==> src/rtl/lsr_pkg.sv <==
// Package with the shared types and constants of the LIFO stack with replace.
package lsr_pkg;

  // Field widths fixed by the interface.
  localparam int OPCODE_BITS = 2;
  localparam int STATUS_BITS = 2;
  localparam int COUNT_BITS  = 8;
  localparam int CAP_BITS    = 8;

  // Capacity register value after reset.
  localparam logic [CAP_BITS-1:0] CAP_RESET = 8'd100;

  // Request codes.
  typedef enum logic [OPCODE_BITS-1:0] {
    OP_PUSH    = 2'd0,
    OP_POP     = 2'd1,
    OP_PEEK    = 2'd2,
    OP_REPLACE = 2'd3
  } opcode_t;

  // Result status codes.
  typedef enum logic [STATUS_BITS-1:0] {
    ST_OK    = 2'd0,
    ST_FULL  = 2'd1,
    ST_EMPTY = 2'd2
  } status_t;

  // Control sequencer states.
  typedef enum logic [1:0] {
    S_IDLE,
    S_READ,
    S_REPL,
    S_OUT
  } state_t;

endpackage

==> src/rtl/lifo_stack_with_replace.sv <==
// LIFO stack of signed words with push, pop, peek and replace-all requests.
//
// One request is handled at a time. Push, and pop or peek on an empty stack,
// show their result in the cycle after the transfer; pop and peek on a
// non-empty stack first pass through a read state, as the entry memory has a
// registered read port. Replace-all walks the held entries through that
// memory with a pipelined read-compare-write. The result stays on the output
// until it is taken, and the next request is taken in the cycle after that.
// The stack holds up to DEPTH entries, further limited by the capacity
// register (reset value 100); a full push or an empty pop is refused with an
// error status and leaves the stack unchanged. The entry memory needs no
// clearing after reset.
module lifo_stack_with_replace
  import lsr_pkg::*;
#(
  parameter int DEPTH     = 128,
  parameter int WORD_BITS = 16
) (
  input  logic                        clk,
  input  logic                        rst,
  // Request channel.
  input  logic                        in_valid,
  output logic                        in_stall,
  input  logic [OPCODE_BITS-1:0]      opcode,
  input  logic signed [WORD_BITS-1:0] value,
  input  logic signed [WORD_BITS-1:0] match_value,
  // Result channel.
  output logic                        out_valid,
  input  logic                        out_stall,
  output logic signed [WORD_BITS-1:0] data,
  output logic [STATUS_BITS-1:0]      status,
  output logic [COUNT_BITS-1:0]       count,
  output logic                        is_empty,
  output logic                        is_full,
  // Capacity register write port.
  input  logic                        cfg_we,
  input  logic [CAP_BITS-1:0]         cfg_wdata
);

  localparam int AW   = (DEPTH > 1) ? $clog2(DEPTH) : 1;
  localparam int CW   = $clog2(DEPTH + 1);
  localparam int CMPW = (CW > CAP_BITS) ? CW : CAP_BITS;

  // Registers.
  state_t                      state, state_next;
  logic [CW-1:0]               entry_count, entry_count_next;
  logic [CW-1:0]               walk_idx, walk_idx_next;
  logic                        cmp_valid, cmp_valid_next;
  logic [AW-1:0]               cmp_addr, cmp_addr_next;
  logic signed [WORD_BITS-1:0] value_reg, match_reg;
  logic signed [WORD_BITS-1:0] data_reg, data_next;
  status_t                     status_reg, status_next;
  logic [CAP_BITS-1:0]         capacity_reg;

  // Entry memory and its ports.
  logic [WORD_BITS-1:0]        mem [DEPTH];
  logic [WORD_BITS-1:0]        rd_data;
  logic                        mem_we;
  logic [AW-1:0]               mem_waddr;
  logic [AW-1:0]               mem_raddr;
  logic [WORD_BITS-1:0]        mem_wdata;

  logic                        in_accept;
  logic                        stack_empty;
  logic                        stack_full;
  logic [CMPW-1:0]             cap_ext;
  logic [CMPW-1:0]             eff_cap;
  logic [CW-1:0]               top_idx;

  // Effective capacity is the register value clamped to the depth.
  assign cap_ext     = CMPW'(capacity_reg);
  assign eff_cap     = (cap_ext > CMPW'(DEPTH)) ? CMPW'(DEPTH) : cap_ext;
  assign stack_empty = (entry_count == '0);
  assign stack_full  = (CMPW'(entry_count) >= eff_cap);
  assign top_idx     = entry_count - CW'(1);

  // Handshake: one request in flight at a time.
  assign in_stall  = (state != S_IDLE);
  assign in_accept = in_valid && !in_stall;
  assign out_valid = (state == S_OUT);

  // Result fields.
  assign data     = data_reg;
  assign status   = status_reg;
  assign count    = COUNT_BITS'(entry_count);
  assign is_empty = stack_empty;
  assign is_full  = stack_full;

  // Next state, datapath updates and memory port control.
  always_comb begin
    state_next       = state;
    entry_count_next = entry_count;
    walk_idx_next    = walk_idx;
    cmp_valid_next   = cmp_valid;
    cmp_addr_next    = cmp_addr;
    data_next        = data_reg;
    status_next      = status_reg;
    mem_we           = 1'b0;
    mem_waddr        = entry_count[AW-1:0];
    mem_wdata        = value;
    mem_raddr        = (state == S_REPL) ? walk_idx[AW-1:0] : top_idx[AW-1:0];

    case (state)
      S_IDLE: begin
        if (in_accept) begin
          data_next   = '0;
          status_next = ST_OK;
          case (opcode_t'(opcode))
            OP_PUSH: begin
              state_next = S_OUT;
              if (stack_full) begin
                status_next = ST_FULL;
              end else begin
                mem_we           = 1'b1;
                entry_count_next = entry_count + CW'(1);
                data_next        = value;
              end
            end
            OP_POP: begin
              if (stack_empty) begin
                status_next = ST_EMPTY;
                state_next  = S_OUT;
              end else begin
                entry_count_next = top_idx;
                state_next       = S_READ;
              end
            end
            OP_PEEK: begin
              if (stack_empty) begin
                data_next  = '1;
                state_next = S_OUT;
              end else begin
                state_next = S_READ;
              end
            end
            default: begin
              walk_idx_next  = '0;
              cmp_valid_next = 1'b0;
              state_next     = S_REPL;
            end
          endcase
        end
      end

      // The top entry arrives from the memory.
      S_READ: begin
        data_next  = signed'(rd_data);
        state_next = S_OUT;
      end

      // Read entry walk_idx while comparing and rewriting the one read before.
      S_REPL: begin
        if (cmp_valid && (rd_data == match_reg)) begin
          mem_we    = 1'b1;
          mem_waddr = cmp_addr;
          mem_wdata = value_reg;
        end
        if (walk_idx < entry_count) begin
          cmp_valid_next = 1'b1;
          cmp_addr_next  = walk_idx[AW-1:0];
          walk_idx_next  = walk_idx + CW'(1);
        end else begin
          cmp_valid_next = 1'b0;
          if (!cmp_valid) begin
            state_next = S_OUT;
          end
        end
      end

      S_OUT: begin
        if (!out_stall) begin
          state_next = S_IDLE;
        end
      end

      default: begin
        state_next = S_IDLE;
      end
    endcase
  end

  // Control registers.
  always_ff @(posedge clk) begin
    if (rst) begin
      state        <= S_IDLE;
      entry_count  <= '0;
      walk_idx     <= '0;
      cmp_valid    <= 1'b0;
      capacity_reg <= CAP_RESET;
    end else begin
      state       <= state_next;
      entry_count <= entry_count_next;
      walk_idx    <= walk_idx_next;
      cmp_valid   <= cmp_valid_next;
      if (cfg_we) begin
        capacity_reg <= cfg_wdata;
      end
    end
  end

  // Payload registers.
  always_ff @(posedge clk) begin
    cmp_addr   <= cmp_addr_next;
    data_reg   <= data_next;
    status_reg <= status_next;
    if (in_accept) begin
      value_reg <= value;
      match_reg <= match_value;
    end
  end

  // Entry memory with one write and one registered read port.
  always_ff @(posedge clk) begin
    if (mem_we) begin
      mem[mem_waddr] <= mem_wdata;
    end
    rd_data <= mem[mem_raddr];
  end

`ifndef SYNTHESIS
  // The entry count never exceeds the depth.
  assert property (@(posedge clk) disable iff (rst) CW'(entry_count) <= CW'(DEPTH))
    else $error("entry count exceeds depth");

  // The count does not move while a replace walks the stack.
  assert property (@(posedge clk) disable iff (rst)
    (state == S_REPL) |=> (entry_count == $past(entry_count)))
    else $error("entry count changed during replace");

  // The memory is written only on a push transfer or during a replace.
  assert property (@(posedge clk) disable iff (rst)
    mem_we |-> (in_accept || state == S_REPL))
    else $error("memory write outside push or replace");

  // A pending result blocks new requests.
  assert property (@(posedge clk) disable iff (rst) out_valid |-> in_stall)
    else $error("request taken while a result is pending");
`endif

endmodule
==> config.mk <==
export PLATFORM = sky130hd
export DESIGN_NAME = lifo_stack_with_replace
export DESIGN_NICKNAME = d
export VERILOG_FILES = /design/src/rtl/lsr_pkg.sv /design/src/rtl/lifo_stack_with_replace.sv
export SDC_FILE = /design/constraint.sdc
export NUM_CORES = 2
export LEC_CHECK = 0
export ABC_AREA = 1
export BUFFER_PORTS_ARGS = -buffer_cell sky130_fd_sc_hd__buf_2
export CAP_MARGIN = 10
export CORE_UTILIZATION = 56
export DETAILED_ROUTE_END_ITERATION = 7
export PLACE_DENSITY = 0.76
export SYNTH_ARGS = -nofsm -noshare
export SYNTH_HDL_FRONTEND = slang
export SYNTH_SLANG_ARGS = --single-unit
==> constraint.sdc <==
create_clock -name clk -period 6 [get_ports clk]
set_clock_uncertainty 0.15 [all_clocks]
set_input_delay 0.3 -clock clk [delete_from_list [all_inputs] [get_ports clk]]
set_output_delay 0.3 -clock clk [all_outputs]
set_load 0.02 [all_outputs]
==> impl_metrics.yaml <==
die:
  design.portCount: 77
  initial_utilization_pct: 56.5
  core-area_sq_um: 156000
  die_area_sq_um: 159000
  row_count: 145
  floorplan.die.height_um: 399
  die_w_um: 399
drt:
  totalWireLength_mm: 250
  route.detailed.wl_per_inst_um: 25.6
  route.vias.total: 62300
  dr.first_iter.drc_count: 10300
  drt_drc_violations_left: 0
  first_pass_iteration_count_of_the_detailed_router: 7
  via_per_inst: 6.36
  route.antenna.remaining_nets: 0
setup_path:
  timing.critical_path.fanout_max: 17
  critical_path_required_ps: 6410
  worstSetupStartpointType: "flop"
  slowest_stage: "nor2_1"
  cpLargestDelayFamily: "simple AND/OR/NAND/NOR gates"
  critical-path-max-stage-delay_ps: 820
  crit_path_cell_trace: "inv_1 > ha_1 > nand2_1 > nor2_1 > nand3_1 > nor2_2 > nand3_2 > nand2_1 > o21ai_2 > nor2_1 > nand3_2 > nor2_1 > buf_4"
  timing.setup.critical_path_class: "reg -> reg"
  setup.worst_path.end_class: "flop"
  r2r_end: "mem[22][2]"
  reg2reg_slack_ps: 960
  crit-reg2reg-launch: "state[0]"
  cp_common_cell: "nor2_1"
  path_buf_inv: 2
  timing.critical_path.arrival_ps: 5450
  reg2regPathDepth: 13
pwr:
  power.switching_mw: 19.7
  pwr-share-clk_pct: 26.8
  max-vdd-ir-drop_mv: 0.472
  power_density_nw_per_um2: 489
  internal_power_mw: 29.0
  p_sw_share_pct: 40.4
  pwr-share-seq_pct: 34.9
  pwr-share-comb_pct: 38.3
  power_leakage_nw: 35.1
global_route:
  grt_use_total_pct: 31.1
  grt_antenna_before_repair: 6
  grt_overflow_total: 0
  wire_length_of_the_first_global_routing_pass_mm: 369
  pin_count_of_the_biggest_net_entering_global_routing: 200
  first_global_vias: 58700
yosys:
  yosysUniqueCellTypes: 40
  postSynthCellCount: 7475
  synth.top_cells.by_area: "edfxtp_1 72%, nand3_1 14%, nand2_1 7.2%"
  asyncSetResetFlopFracSynth_pct: 0
  post_synthesis_area_per_instance_sq_um: 11.8
  synth-warning-count: 0
  top_count_cell_post_synth: "nand3_1"
  synth-seq-area-share_pct: 72.5
  synth.ff_latch_count: 2148
  synthDominantAreaCellType: "edfxtp_1"
  synth.cells.most_frequent: "2538 x nand3_1, 2105 x edfxtp_1, 1704 x nand2_1"
  synthesis.area_sq_um: 88400
  synth_enable_flop_cells: 2105
  synth_flop_cell: "edfxtp_1"
  netlist.area_leader.share_pct: 71.5
  synth.net_count: 7548
finish:
  regMostFlops: "mem"
  antenna_cell_count: 0
  design.final.nets: 7635
  stdcell_area_sq_um: 99500
  p_r_area_growth_vs_syn_pct: 12.6
  final_layout_size_suffix_gt1_share_pct: 8.82
  largest_register_ff_count: 2048
clock_tree:
  cts_buffers: 205
  cts_tree: "built"
  ctsHoldBuffers: 80
  post_cts.repair.setup_buffers: 0
  cts-root-buf: "clkbuf_16"
  clkSlewWorstSetupHoldPaths_ps: 60
  worstSkewPairLatency_ps: 890
  clkSinkCount: 2148
  ctsResizeCount: 0
  max-clock-path-buffers: 3
  h-tree-depth: 4
timing:
  worst_slew_pin_slew_ps: 1160
  clock.fmax_ghz: 0.199
  rsz_0062_raised_after_global_routing: "no"
  setup_total_negative_slack_ps: 0
  slew_viol_final: 0
  min_period_ps: 5040
  hold_violations: 0
  timing.final.crit_share_pct: 83.9
  relSlewSlack_pct: 22.2
  setup_viol_count_final: 0
place:
  place_area_sq_um: 91900
  number_of_buffer_cells_added_on_primary_ports: 76
  dpl.hpwl_mm: 139
  gp_congestion: 0.947
hold_path:
  holdCritPathClass: "in -> reg"
  whs_endpoint: "value_reg[7]"
  hold_path.startpoint: "value[7]"
  hold_depth: 2
status:
  status: "completed"
flow_run:
  drv_cap: 0
==> metrics by stage <==
| stage | total power [mW] | cells | hold slack (ps) | utilization [%] | setup WS (ps) |
|---|---|---|---|---|---|
| 3_5_place_dp | 35.1 | 9333 | 329 | 58.8 | 1170 |
| 6_report | 48.7 | 9790 | 29.4 | 63.6 | 963 |
| 2_1_floorplan | 28.6 | 7475 | 228 | - | -209 |
| 5_1_grt | 50.3 | 9790 | 18.9 | 63.6 | 750 |
| 3_3_place_gp | 34.7 | 9332 | 331 | 58.8 | 1270 |
| 4_1_cts | 48.0 | 9790 | 1.45 | 63.6 | 1120 |
==> cell usage in the layout, fill, tap and decap left out, drive strengths merged <==
master and n:
a211oi 3, a21o 1, a21oi 39, a221oi 1
a31oi 1, and2 1, and3b 1, buf 327
bufinv 21, clkbuf 265, clkinv 85, clkinvlp 3
dfxtp 43, dlygate4sd3 80, edfxtp 2105, ha 26
inv 127, nand2 1708, nand3 2543, nand3b 26
nand4 9, nor2 210, nor3 8, nor3b 1
nor4 3, o21a 1, o21ai 70, o22ai 1
or2 2, xnor2 7, xor2 14
==> final cells by class <==
| cell class | instances | area (sq um) |
|---|---|---|
| tap | 2058 | 2570 |
| sequential | 2148 | 64100 |
| inverter | 124 | 483 |
| clock inverter | 112 | 1250 |
| multi-input combinational | 4676 | 21800 |
| timing repair buffer | 407 | 3810 |
| clock buffer | 265 | 5510 |
| fill | 11100 | 56900 |
==> worst max path at each step <==
stage / startpoint / endpoint / slack [ps] / depth (start not counted)
finish: state[0] / mem[22][2] / 960 / 13
global route: state[0] / mem[22][2] / 750 / 13
CTS: state[0] / mem[22][2] / 1120 / 13
detailed placement: state[0] / mem[22][15] / 1170 / 13
global placement: state[0] / mem[22][15] / 1270 / 13
floorplan: state[0] / mem[0][1] / -210 / 13
==> metal layers <==
metal / track usage, % / vias up / share of wire [%]
met4: 13.6 / 6 / 4.8
met5: 0.484 / - / 0.051
met1: 42.3 / 30000 / 36
li1: - / 27100 / -
met2: 47.5 / 4471 / 46
met3: 7.95 / 690 / 13
==> kinds of logic (layout without fill, tap and decap cells) <==
kind of cell,count (synthesis),in the layout,share of synthesized area [%]
AO/OA/AOI/OAI,117,117,0.731
XOR/XNOR,21,21,0.208
adder cells (fa/ha/maj),26,26,0.368
buffers and inverters,651,908,3.14
flip-flops,2148,2148,72.5
AND/OR/NAND/NOR,4512,4512,23.1
==> power by group through the flow <==
stage / combinational (mW) / clock [mW] / sequential (mW)
2_1_floorplan: 11.3 / 0 / 17.3
3_3_place_gp: 17.5 / 0 / 17.3
3_5_place_dp: 17.8 / 0 / 17.3
4_1_cts: 18.0 / 13.1 / 16.9
5_1_grt: 19.7 / 13.6 / 17.0
6_report: 18.6 / 13.1 / 17.0
(Power assumes the default switching activity.)
